==> src/hw/rtl/adbq_pkg.sv <==
// Shared types, constants and arithmetic helpers for the angle derivative biquad filter.
// Used by adbq_cfg, adbq_core and the top level; depends on nothing.
package adbq_pkg;

  localparam int NUM_AXES       = 3;
  localparam int AXW            = (NUM_AXES > 1) ? $clog2(NUM_AXES) : 1;
  localparam int COEF_FRAC_BITS = 14;
  localparam int ACC_W          = 52;
  localparam int PROD_W         = 50;

  // Register indexes on the configuration port.
  localparam logic [2:0] REG_B0 = 3'd0;
  localparam logic [2:0] REG_B1 = 3'd1;
  localparam logic [2:0] REG_A1 = 3'd2;
  localparam logic [2:0] REG_A2 = 3'd3;
  localparam logic [2:0] REG_SR = 3'd4;

  localparam logic signed [15:0] RST_B0 = 16'sd985;
  localparam logic signed [15:0] RST_B1 = 16'sd1971;
  localparam logic signed [15:0] RST_A1 = -16'sd16695;
  localparam logic signed [15:0] RST_A2 = 16'sd4253;
  localparam logic [9:0]         RST_SR = 10'd100;

  typedef struct packed {
    logic signed [15:0] b0;
    logic signed [15:0] b1;
    logic signed [15:0] a1;
    logic signed [15:0] a2;
    logic [9:0]         sample_rate;
  } coef_t;

  // One memory word: the whole history of one axis.
  typedef struct packed {
    logic signed [15:0] prev;
    logic signed [31:0] ru1;
    logic signed [31:0] ru2;
    logic signed [31:0] ry1;
    logic signed [31:0] ry2;
    logic signed [31:0] au1;
    logic signed [31:0] au2;
    logic signed [31:0] ay1;
    logic signed [31:0] ay2;
  } axis_state_t;

  typedef enum logic [1:0] {
    S_IDLE,
    S_READ,
    S_RUN,
    S_DONE
  } state_e;

  typedef enum logic [4:0] {
    OP_DIFF, OP_RB1, OP_RB0, OP_RA1, OP_RA2, OP_RU, OP_RSUM, OP_RATE,
    OP_ADIFF, OP_AB1, OP_AB0, OP_AA1, OP_AA2, OP_AU, OP_ASUM, OP_ACC, OP_WB
  } op_e;

  function automatic logic signed [31:0] sat32_f(input logic signed [ACC_W-1:0] v);
    logic signed [31:0] r;
    if ((&v[ACC_W-1:31]) || !(|v[ACC_W-1:31])) r = v[31:0];
    else if (v[ACC_W-1])                       r = 32'sh8000_0000;
    else                                       r = 32'sh7fff_ffff;
    return r;
  endfunction

  // Round half up, drop the fraction bits of the taps, then saturate.
  function automatic logic signed [31:0] biq_f(input logic signed [ACC_W-1:0] acc);
    logic signed [ACC_W-1:0] t;
    t = acc + (ACC_W'(1) << (COEF_FRAC_BITS - 1));
    return sat32_f(t >>> COEF_FRAC_BITS);
  endfunction

endpackage

==> src/hw/rtl/adbq_if.sv <==
// Valid/ready channel interfaces for the input angles and the filtered results.
// No dependencies.
interface adbq_in_if;
  logic               valid;
  logic               ready;
  logic signed [15:0] roll_angle;
  logic signed [15:0] pitch_angle;
  logic signed [15:0] yaw_angle;
  modport source(output valid, roll_angle, pitch_angle, yaw_angle, input ready);
  modport sink(input valid, roll_angle, pitch_angle, yaw_angle, output ready);
endinterface

interface adbq_out_if;
  logic               valid;
  logic               ready;
  logic signed [31:0] roll_rate;
  logic signed [31:0] pitch_rate;
  logic signed [31:0] yaw_rate;
  logic signed [31:0] roll_accel;
  logic signed [31:0] pitch_accel;
  logic signed [31:0] yaw_accel;
  modport source(output valid, roll_rate, pitch_rate, yaw_rate,
                 roll_accel, pitch_accel, yaw_accel, input ready);
  modport sink(input valid, roll_rate, pitch_rate, yaw_rate,
               roll_accel, pitch_accel, yaw_accel, output ready);
endinterface

==> src/hw/rtl/adbq_ram.sv <==
// Generic single-write, single-read synchronous RAM with a registered read port.
// No dependencies.
module adbq_ram #(
  parameter int Width = 32,
  parameter int Depth = 4
) (
  input  logic                     clk_i,
  input  logic                     we_i,
  input  logic [$clog2(Depth)-1:0] waddr_i,
  input  logic [Width-1:0]         wdata_i,
  input  logic                     re_i,
  input  logic [$clog2(Depth)-1:0] raddr_i,
  output logic [Width-1:0]         rdata_o
);
  logic [Width-1:0] mem_q [Depth];

  always_ff @(posedge clk_i) begin
    if (we_i) begin
      mem_q[waddr_i] <= wdata_i;
    end
    if (re_i) begin
      rdata_o <= mem_q[raddr_i];
    end
  end
endmodule

==> src/hw/rtl/adbq_cfg.sv <==
// APB-style register file holding the filter taps and the sample rate.
// Depends on adbq_pkg.
module adbq_cfg import adbq_pkg::*; (
  input  logic        clk_i,
  input  logic        rst_ni,
  input  logic        psel,
  input  logic        penable,
  input  logic        pwrite,
  input  logic [4:0]  paddr,
  input  logic [31:0] pwdata,
  output logic [31:0] prdata,
  output logic        pready,
  output coef_t       coef_o
);
  coef_t      coef_q;
  logic [2:0] idx;

  assign pready = 1'b1;
  assign idx    = paddr[4:2];
  assign coef_o = coef_q;

  always_ff @(posedge clk_i or negedge rst_ni) begin
    if (!rst_ni) begin
      coef_q.b0          <= RST_B0;
      coef_q.b1          <= RST_B1;
      coef_q.a1          <= RST_A1;
      coef_q.a2          <= RST_A2;
      coef_q.sample_rate <= RST_SR;
    end else if (psel && penable && pwrite) begin
      unique case (idx)
        REG_B0:  coef_q.b0          <= pwdata[15:0];
        REG_B1:  coef_q.b1          <= pwdata[15:0];
        REG_A1:  coef_q.a1          <= pwdata[15:0];
        REG_A2:  coef_q.a2          <= pwdata[15:0];
        REG_SR:  coef_q.sample_rate <= pwdata[9:0];
        default: ;
      endcase
    end
  end

  always_comb begin
    unique case (idx)
      REG_B0:  prdata = {{16{coef_q.b0[15]}}, coef_q.b0};
      REG_B1:  prdata = {{16{coef_q.b1[15]}}, coef_q.b1};
      REG_A1:  prdata = {{16{coef_q.a1[15]}}, coef_q.a1};
      REG_A2:  prdata = {{16{coef_q.a2[15]}}, coef_q.a2};
      REG_SR:  prdata = {22'd0, coef_q.sample_rate};
      default: prdata = 32'd0;
    endcase
  end
endmodule

==> src/hw/rtl/adbq_core.sv <==
// Sequencer and shared multiply-accumulate datapath; per-axis history lives in one RAM.
// Depends on adbq_pkg, adbq_if and adbq_ram.
module adbq_core import adbq_pkg::*; (
  input  logic  clk_i,
  input  logic  rst_ni,
  input  coef_t coef_i,
  adbq_in_if.sink    in_ch,
  adbq_out_if.source out_ch
);
  localparam int SW = $bits(axis_state_t);

  state_e state_q, state_d;
  op_e    op_q;
  logic [AXW-1:0] axis_q;
  logic [1:0]     phase_q;
  logic [NUM_AXES-1:0] vld_q;
  logic           rd_vld_q;

  logic signed [15:0] ang_q [NUM_AXES];
  logic signed [31:0] wr_rate_q [NUM_AXES];
  logic signed [31:0] wr_acc_q [NUM_AXES];
  logic signed [31:0] out_rate_q [NUM_AXES];
  logic signed [31:0] out_acc_q [NUM_AXES];
  logic out_vld_q;

  logic signed [PROD_W-1:0] prod_q, prod_d;
  logic signed [ACC_W-1:0]  acc_q, prod_x;
  logic signed [31:0] raw_q, araw_q, rate_q, accel_q;

  logic signed [32:0] mul_a;
  logic signed [16:0] mul_b, sr_s;
  logic signed [16:0] dif;
  logic [SW-1:0] rdata;
  axis_state_t ent, wb;
  logic re, we, in_acc, out_free, last_axis;

  adbq_ram #(.Width(SW), .Depth(NUM_AXES)) u_ram (
    .clk_i  (clk_i),
    .we_i   (we),
    .waddr_i(axis_q),
    .wdata_i(wb),
    .re_i   (re),
    .raddr_i(axis_q),
    .rdata_o(rdata)
  );

  // Entries never written since reset read as zero.
  assign ent       = rd_vld_q ? axis_state_t'(rdata) : '0;
  assign in_acc    = in_ch.valid && in_ch.ready;
  assign out_free  = !out_vld_q || out_ch.ready;
  assign last_axis = (axis_q == AXW'(NUM_AXES - 1));
  assign sr_s      = $signed({7'd0, coef_i.sample_rate});
  assign dif       = 17'(ang_q[axis_q]) - 17'(ent.prev);
  assign prod_d    = mul_a * mul_b;
  assign prod_x    = {{(ACC_W-PROD_W){prod_q[PROD_W-1]}}, prod_q};

  always_comb begin
    mul_a = '0;
    mul_b = '0;
    unique case (op_q)
      OP_DIFF:  begin mul_a = 33'(dif);                  mul_b = sr_s;       end
      OP_RB1:   begin mul_a = 33'(ent.ru1);              mul_b = 17'(coef_i.b1); end
      OP_RB0:   begin mul_a = 33'(ent.ru2);              mul_b = 17'(coef_i.b0); end
      OP_RA1:   begin mul_a = -33'(ent.ry1);             mul_b = 17'(coef_i.a1); end
      OP_RA2:   begin mul_a = -33'(ent.ry2);             mul_b = 17'(coef_i.a2); end
      OP_RU:    begin mul_a = 33'(raw_q);                mul_b = 17'(coef_i.b0); end
      OP_ADIFF: begin mul_a = 33'(rate_q) - 33'(ent.ry1); mul_b = sr_s;      end
      OP_AB1:   begin mul_a = 33'(ent.au1);              mul_b = 17'(coef_i.b1); end
      OP_AB0:   begin mul_a = 33'(ent.au2);              mul_b = 17'(coef_i.b0); end
      OP_AA1:   begin mul_a = -33'(ent.ay1);             mul_b = 17'(coef_i.a1); end
      OP_AA2:   begin mul_a = -33'(ent.ay2);             mul_b = 17'(coef_i.a2); end
      OP_AU:    begin mul_a = 33'(araw_q);               mul_b = 17'(coef_i.b0); end
      default:  ;
    endcase
  end

  // Write-back word: the angle always, the rate history from the second item
  // on, the acceleration history from the third.
  always_comb begin
    wb      = ent;
    wb.prev = ang_q[axis_q];
    if (phase_q != 2'd0) begin
      wb.ru1 = raw_q;
      wb.ru2 = ent.ru1;
      wb.ry1 = rate_q;
      wb.ry2 = ent.ry1;
    end
    if (phase_q[1]) begin
      wb.au1 = araw_q;
      wb.au2 = ent.au1;
      wb.ay1 = accel_q;
      wb.ay2 = ent.ay1;
    end
  end

  always_comb begin
    state_d = state_q;
    re      = 1'b0;
    we      = 1'b0;
    unique case (state_q)
      S_IDLE: if (in_acc) state_d = S_READ;
      S_READ: begin
        re      = 1'b1;
        state_d = S_RUN;
      end
      S_RUN: if (op_q == OP_WB) begin
        we      = 1'b1;
        state_d = last_axis ? S_DONE : S_READ;
      end
      S_DONE: if (out_free) state_d = S_IDLE;
      default: state_d = S_IDLE;
    endcase
  end

  assign in_ch.ready = (state_q == S_IDLE);

  always_ff @(posedge clk_i or negedge rst_ni) begin
    if (!rst_ni) begin
      state_q   <= S_IDLE;
      op_q      <= OP_DIFF;
      axis_q    <= '0;
      phase_q   <= 2'd0;
      vld_q     <= '0;
      rd_vld_q  <= 1'b0;
      out_vld_q <= 1'b0;
    end else begin
      state_q <= state_d;
      if (in_acc) axis_q <= '0;
      if (state_q == S_READ) begin
        rd_vld_q <= vld_q[axis_q];
        op_q     <= OP_DIFF;
      end
      if (state_q == S_RUN && op_q != OP_WB) op_q <= op_e'(op_q + 5'd1);
      if (we) begin
        vld_q[axis_q] <= 1'b1;
        if (!last_axis) axis_q <= axis_q + AXW'(1);
      end
      if (state_q == S_DONE && out_free) begin
        out_vld_q <= 1'b1;
        if (phase_q != 2'd2) phase_q <= phase_q + 2'd1;
      end else if (out_ch.ready) begin
        out_vld_q <= 1'b0;
      end
    end
  end

  always_ff @(posedge clk_i) begin
    if (in_acc) begin
      ang_q[0] <= in_ch.roll_angle;
      if (NUM_AXES > 1) ang_q[1 % NUM_AXES] <= in_ch.pitch_angle;
      if (NUM_AXES > 2) ang_q[2 % NUM_AXES] <= in_ch.yaw_angle;
    end
    if (state_q == S_RUN) begin
      prod_q <= prod_d;
      case (op_q)
        OP_RB1:  raw_q  <= {prod_q[27:0], 4'd0};
        OP_AB1:  araw_q <= sat32_f(prod_x);
        OP_RB0, OP_AB0: acc_q <= prod_x;
        OP_RA1, OP_RA2, OP_RU, OP_RSUM,
        OP_AA1, OP_AA2, OP_AU, OP_ASUM: acc_q <= acc_q + prod_x;
        OP_RATE: rate_q  <= biq_f(acc_q);
        OP_ACC:  accel_q <= biq_f(acc_q);
        OP_WB: begin
          wr_rate_q[axis_q] <= wb.ry1;
          wr_acc_q[axis_q]  <= wb.ay1;
        end
        default: ;
      endcase
    end
    if (state_q == S_DONE && out_free) begin
      out_rate_q <= wr_rate_q;
      out_acc_q  <= wr_acc_q;
    end
  end

  assign out_ch.valid       = out_vld_q;
  assign out_ch.roll_rate   = out_rate_q[0];
  assign out_ch.pitch_rate  = out_rate_q[1 % NUM_AXES];
  assign out_ch.yaw_rate    = out_rate_q[2 % NUM_AXES];
  assign out_ch.roll_accel  = out_acc_q[0];
  assign out_ch.pitch_accel = out_acc_q[1 % NUM_AXES];
  assign out_ch.yaw_accel   = out_acc_q[2 % NUM_AXES];

  a_phase_range: assert property (@(posedge clk_i) disable iff (!rst_ni)
    phase_q != 2'd3) else $error("startup phase out of range");
  a_wr_only_wb: assert property (@(posedge clk_i) disable iff (!rst_ni)
    we |-> (state_q == S_RUN && op_q == OP_WB)) else $error("stray memory write");
  a_acc_reads: assert property (@(posedge clk_i) disable iff (!rst_ni)
    in_acc |=> (state_q == S_READ && axis_q == '0)) else $error("item not started");
  a_phase_step: assert property (@(posedge clk_i) disable iff (!rst_ni)
    (state_q == S_DONE && out_free && phase_q == 2'd0) |=> phase_q == 2'd1)
    else $error("startup phase did not advance");
  a_axis_range: assert property (@(posedge clk_i) disable iff (!rst_ni)
    state_q == S_RUN |-> axis_q <= AXW'(NUM_AXES - 1)) else $error("axis out of range");
endmodule

==> src/hw/rtl/angle_derivative_biquad_filter.sv <==
// Top level of the angle derivative biquad filter: register port plus processing core.
// Depends on adbq_pkg, adbq_if, adbq_cfg and adbq_core.
//
// Usage: each item on in_ch_i carries roll, pitch and yaw angles (Q3.12). For every
// item one result leaves on out_ch_o with the smoothed rate and acceleration per axis
// (Q16.16, saturated). Both channels use valid/ready; an item moves when both are high.
// The taps and the sample rate sit on the APB-style port at byte addresses 0, 4, 8, 12
// and 16; write them only while the block is idle.
// Sequencing: one multiplier serves every tap of both filters on all axes.
// The axes are processed in turn, each with a memory read state and seventeen
// sequencer steps; the output register is loaded after the last axis. The input is
// ready again in the same cycle that the result becomes valid, so a new item is only
// accepted once the last one has finished.
// The finished result sits in an output register, so a new item is accepted while the
// receiver stalls; the block only waits if a second result is ready before the first
// has gone.
// Reset clears the startup phase and marks all history entries as zero. The first
// item only stores the angles, the second updates the rates, later ones update both.
module angle_derivative_biquad_filter import adbq_pkg::*; (
  input  logic        clk_i,
  input  logic        rst_ni,
  adbq_in_if.sink     in_ch_i,
  adbq_out_if.source  out_ch_o,
  input  logic        psel,
  input  logic        penable,
  input  logic        pwrite,
  input  logic [4:0]  paddr,
  input  logic [31:0] pwdata,
  output logic [31:0] prdata,
  output logic        pready
);
  coef_t coef;

  adbq_cfg u_cfg (
    .clk_i  (clk_i),
    .rst_ni (rst_ni),
    .psel   (psel),
    .penable(penable),
    .pwrite (pwrite),
    .paddr  (paddr),
    .pwdata (pwdata),
    .prdata (prdata),
    .pready (pready),
    .coef_o (coef)
  );

  adbq_core u_core (
    .clk_i (clk_i),
    .rst_ni(rst_ni),
    .coef_i(coef),
    .in_ch (in_ch_i),
    .out_ch(out_ch_o)
  );
endmodule
==> src/flat_wrapper.sv <==
// flat-port wrapper written by rule: the top's interface ports become plain ports
module angle_derivative_biquad_filter_flat import adbq_pkg::*;
  (clk_i, rst_ni, psel, penable, pwrite, paddr, pwdata, prdata, pready, in_ch_i_valid, in_ch_i_roll_angle, in_ch_i_pitch_angle, in_ch_i_yaw_angle, in_ch_i_ready, out_ch_o_valid, out_ch_o_roll_rate, out_ch_o_pitch_rate, out_ch_o_yaw_rate, out_ch_o_roll_accel, out_ch_o_pitch_accel, out_ch_o_yaw_accel, out_ch_o_ready);
  adbq_in_if in_ch_i_i ();
  adbq_out_if out_ch_o_i ();
  input  logic clk_i;
  input  logic rst_ni;
  input  logic psel;
  input  logic penable;
  input  logic pwrite;
  input  logic [4:0] paddr;
  input  logic [31:0] pwdata;
  output logic [31:0] prdata;
  output logic pready;
  input wire logic [$bits(in_ch_i_i.valid)-1:0] in_ch_i_valid;
  input wire logic [$bits(in_ch_i_i.roll_angle)-1:0] in_ch_i_roll_angle;
  input wire logic [$bits(in_ch_i_i.pitch_angle)-1:0] in_ch_i_pitch_angle;
  input wire logic [$bits(in_ch_i_i.yaw_angle)-1:0] in_ch_i_yaw_angle;
  output wire logic [$bits(in_ch_i_i.ready)-1:0] in_ch_i_ready;
  output wire logic [$bits(out_ch_o_i.valid)-1:0] out_ch_o_valid;
  output wire logic [$bits(out_ch_o_i.roll_rate)-1:0] out_ch_o_roll_rate;
  output wire logic [$bits(out_ch_o_i.pitch_rate)-1:0] out_ch_o_pitch_rate;
  output wire logic [$bits(out_ch_o_i.yaw_rate)-1:0] out_ch_o_yaw_rate;
  output wire logic [$bits(out_ch_o_i.roll_accel)-1:0] out_ch_o_roll_accel;
  output wire logic [$bits(out_ch_o_i.pitch_accel)-1:0] out_ch_o_pitch_accel;
  output wire logic [$bits(out_ch_o_i.yaw_accel)-1:0] out_ch_o_yaw_accel;
  input wire logic [$bits(out_ch_o_i.ready)-1:0] out_ch_o_ready;
  assign in_ch_i_i.valid = in_ch_i_valid;
  assign in_ch_i_i.roll_angle = in_ch_i_roll_angle;
  assign in_ch_i_i.pitch_angle = in_ch_i_pitch_angle;
  assign in_ch_i_i.yaw_angle = in_ch_i_yaw_angle;
  assign in_ch_i_ready = in_ch_i_i.ready;
  assign out_ch_o_valid = out_ch_o_i.valid;
  assign out_ch_o_roll_rate = out_ch_o_i.roll_rate;
  assign out_ch_o_pitch_rate = out_ch_o_i.pitch_rate;
  assign out_ch_o_yaw_rate = out_ch_o_i.yaw_rate;
  assign out_ch_o_roll_accel = out_ch_o_i.roll_accel;
  assign out_ch_o_pitch_accel = out_ch_o_i.pitch_accel;
  assign out_ch_o_yaw_accel = out_ch_o_i.yaw_accel;
  assign out_ch_o_i.ready = out_ch_o_ready;
  angle_derivative_biquad_filter u_core (.clk_i(clk_i), .rst_ni(rst_ni), .in_ch_i(in_ch_i_i), .out_ch_o(out_ch_o_i), .psel(psel), .penable(penable), .pwrite(pwrite), .paddr(paddr), .pwdata(pwdata), .prdata(prdata), .pready(pready));
endmodule
==> config.mk <==
export PLATFORM = sky130hd
export DESIGN_NAME = angle_derivative_biquad_filter_flat
export DESIGN_NICKNAME = d
export VERILOG_FILES = /design/src/hw/rtl/adbq_pkg.sv /design/src/hw/rtl/adbq_if.sv /design/src/hw/rtl/adbq_ram.sv /design/src/hw/rtl/adbq_cfg.sv /design/src/hw/rtl/adbq_core.sv /design/src/hw/rtl/angle_derivative_biquad_filter.sv /design/src/flat_wrapper.sv
export SDC_FILE = /design/constraint.sdc
export NUM_CORES = 2
export LEC_CHECK = 0
export BUFFER_PORTS_ARGS = -buffer_cell sky130_fd_sc_hd__buf_2
export CAP_MARGIN = 20
export CORE_ASPECT_RATIO = 0.8
export CORE_UTILIZATION = 65
export DETAILED_ROUTE_END_ITERATION = 10
export HOLD_SLACK_MARGIN = 0.08
export PLACE_DENSITY = 0.83
export SYNTH_ARGS = -nofsm -noshare
export SYNTH_HDL_FRONTEND = slang
export SYNTH_SLANG_ARGS = --single-unit
==> constraint.sdc <==
create_clock -name clk_i -period 40.5 [get_ports clk_i]
set_input_delay 2.025 -clock clk_i [delete_from_list [all_inputs] [get_ports clk_i]]
set_output_delay 2.025 -clock clk_i [all_outputs]
set_load 0.05 [all_outputs]
==> results.cfg <==
[status]
status = finished with violations
failed_checks = design-rule violations

[route]
finalWirelength_um = 269000
drt_iter0_drc = 9033
viasPerCell = 6.55
final_antenna_net_count = 0
drc = 52
routedWlPerCell_um = 26.8
num_vias = 65600
first_pass_iters = 11

[finish]
drive_gt1_share_pct = 11.5
final_util_pct = 71.9
finalNonFillerCells = 10000
fillers = 9237
area_growth_pct = 9.49
fin_nets = 8872

[global_routing]
use_met3_pct = 12.4
grt_max_degree = 201
grt.busiest_layer = met2
grtUsageMet1_pct = 50.2
grt_pass1_vias = 64500
gr-total-overflow = 0
gr-usage-met2_pct = 55.1
antenna_found_initial = 13
grt_pass1_wl_um = 397000
grt_use_total_pct = 37.2

[synthesis]
synth_cell_types = 87
yosysMostFrequentCell = edfxtp_1
syn_area_um2 = 92600
synth_warnings = 0
syn_avg_cell_area_um2 = 11.8
synth_nets = 8708
synthTopCellsByArea = edfxtp_1 50%, fa_1 12%, mux2i_1 4.8%
synth_top_area_cell = edfxtp_1
synth_common_cells = 1,554 x edfxtp_1, 880 x nand2_1, 673 x inv_1
async_flop_share_pct = 5.47
synth_top_area_share_pct = 50.4
ys_ff_latch = 1644
syn-instance-count = 7849
synthFlopType = edfxtp_1
synth_edf_count = 1554
synth-seq-area-share_pct = 52.9

[timing]
timing.final.ws_setup_ns = 27.79
setup_viol = 0
tightest_slew_ns = 1.23
relSlewSlack_pct = 17.6
skew_ns = 0.0377
min_period_ns = 12.71
rsz0062_at_grt = no
tns_ns = 0
slew_viol_final = 0
hold_viol_final = 0
fmax_mhz = 78.7
fin_crit_sh_pct = 31.4

[critical_path]
worstSetupPathType = reg -> reg
critPathMostFrequentCell = fa_1
endpoint_kind = flip-flop
slowest_delay_ns = 0.86
required_ns = 41.06
setup.worst_path.start_class = flip-flop
worst_ep_arrival_time_ns = 13.27
slowest_stage = a211oi_2
path_max_fanout = 76

[clock_tree]
postCtsResizedCells = 0
post_cts_buffers = 0
cts.htree.levels = 4
cts_hold_buffers = 0
cts_buffers = 154
clockBufferDepth = 3
cts_tree = yes
clk_latency_ns = 0.84
root_buffer = clkbuf_16
clkSinkCount = 1644
path_clk_slew_ns = 0.07

[flow_run]
maxCapViolations = 0

[placement]
io_buffers = 299
place_hpwl_um = 184000
placedCellCount = 9728
dp_slack_ns = 28.22
gp_congestion = 1.01

[die]
die-area_um2 = 144000
die_h_um = 340
core_area_um2 = 141000
start_util_pct = 65.7
rows = 123
die_w_um = 424
pin_count = 319

[min_path]
hold_class = reg -> reg
## cell usage in the layout (no fill, tap or decap), types with 19 or more instances in the layout
cell,count
dfrtp_1,51
nor4_1,33
nand2b_1,64
a21oi_1,229
inv_1,670
a221o_1,20
clkbuf_16,159
xor2_1,90
a22oi_1,68
and2_1,38
clkbuf_1,23
or3_1,25
a21o_1,100
buf_2,298
a211oi_1,30
o21bai_1,19
mux2_2,88
nor3_1,60
xnor2_1,106
ha_1,226
o21a_1,24
clkinv_1,28
nand4_1,53
a31oi_1,20
and3_1,45
dfstp_2,34
edfxtp_1,1554
fa_1,540
o211ai_1,24
nor2_1,572
o21ai_0,672
o31ai_1,19
or2_2,76
buf_4,130
nand3_1,175
mux2i_1,444
a222oi_1,22
nor2b_1,59
nand2_1,880
## cell type report
type                            instances  area (µm²)  share of cell area (%)
Clock inverter                         94        1110                    1.09
Multi-Input combinational cell       5105       39800                    39.2
Tap cell                             1875        2350                    2.31
Sequential cell                      1644       49000                    48.3
Inverter                              674        2530                    2.50
Timing Repair Buffer                  434        2580                    2.54
Antenna cell                            6        15.0                  0.0148
Clock buffer                          183        4060                    4.01
## path summary, 6_finish.rpt
check / start / to / slack [ns] / cells past startpoint
setup / recovery: u_core.u_core.rd_vld_q$_DFFE_PN0P_ / u_core.u_core.prod_q[45]$_DFFE_PP_ / 27.79 / 35
hold / removal: u_core.u_core.wr_rate_q[12]$_DFFE_PP_ / u_core.u_core.out_ch.yaw_rate[12]$_DFFE_PP_ / 0.44 / 0
setup reg to reg: u_core.u_core.rd_vld_q$_DFFE_PN0P_ / u_core.u_core.prod_q[45]$_DFFE_PP_ / 27.79 / 35
hold reg to reg: u_core.u_core.wr_rate_q[12]$_DFFE_PP_ / u_core.u_core.out_ch.yaw_rate[12]$_DFFE_PP_ / 0.44 / 0
max in group asynchronous: rst_ni / u_core.u_core.phase_q[1]$_DFFE_PN0P_ / 38.01 / 2
min in group asynchronous: rst_ni / u_core.u_cfg.coef_o[21]$_DFFE_PN0P_ / 1.10 / 1
## sequential cells by signal, indices dropped and copies added, names as in the netlist, 2 cells and up
name	count
u_core.u_core.vld_q	3
u_core.u_core.araw_q	32
u_core.u_core.phase_q	2
u_core.u_core.out_ch.yaw_accel	32
u_core.u_core.prod_q	50
u_core.u_core.u_ram.mem_q	630
u_core.u_core.out_ch.pitch_rate	32
u_core.u_core.axis_q	2
u_core.u_core.raw_q	28
u_core.u_core.rate_q	32
u_core.u_cfg.coef_o	74
u_core.u_core.wr_rate_q	93
u_core.u_core.acc_q	52
u_core.u_core.u_ram.rdata_o	272
u_core.u_core.accel_q	32
u_core.u_core.state_q	2
u_core.u_core.wr_acc_q	93
u_core.u_core.out_ch.roll_accel	32
u_core.u_core.out_ch.pitch_accel	32
u_core.u_core.ang_q	48
u_core.u_core.out_ch.roll_rate	32
u_core.u_core.op_q	5
u_core.u_core.out_ch.yaw_rate	32
## through the flow
stage | cell area, µm² | hold slack (ns)
global route | 101000 | 0.456
detailed placement | 96200 | 0.433
finish | 101000 | 0.440
global placement | 96200 | 0.430
floorplan | 92600 | 0.426
CTS | 101000 | 0.438
## per-layer routing
| layer | share of wire, % | wire, µm | vias up |
|---|---|---|---|
| met3 | 15 | 39500 | 809 |
| met1 | 37 | 98200 | 32000 |
| met2 | 44 | 117000 | 4689 |
| met4 | 5.0 | 13400 | 8 |
| met5 | 0.019 | 50 | - |
| li1 | - | - | 28000 |
## critical path: cells and delay by family (launching register included)
kind,cells,cell delay (ns)
compound gates,13,4.38
xor+xnor,2,0.67
fa+ha+maj,8,3.75
buf+inv,6,1.61
flops,1,0.80
simple gates,6,1.15
## cell families (layout without fill, tap and decap cells)
| kind of cell | after synthesis | in the layout | share of synthesized area (%) |
|---|---|---|---|
| AND/OR/NAND/NOR | 2157 | 2157 | 10.4 |
| adder cells (fa/ha/maj) | 767 | 767 | 14.7 |
| flip-flops | 1644 | 1644 | 52.9 |
| other | 1 | 7 | 0.00405 |
| buffers and inverters | 1100 | 1385 | 4.55 |
| XOR/XNOR | 196 | 196 | 1.85 |
| AO/OA/AOI/OAI | 1446 | 1446 | 9.58 |
| multiplexers | 538 | 538 | 6.01 |
Power is not shown: default switching activity piles up to over one toggle a cycle in this logic, so the estimate is an artifact.
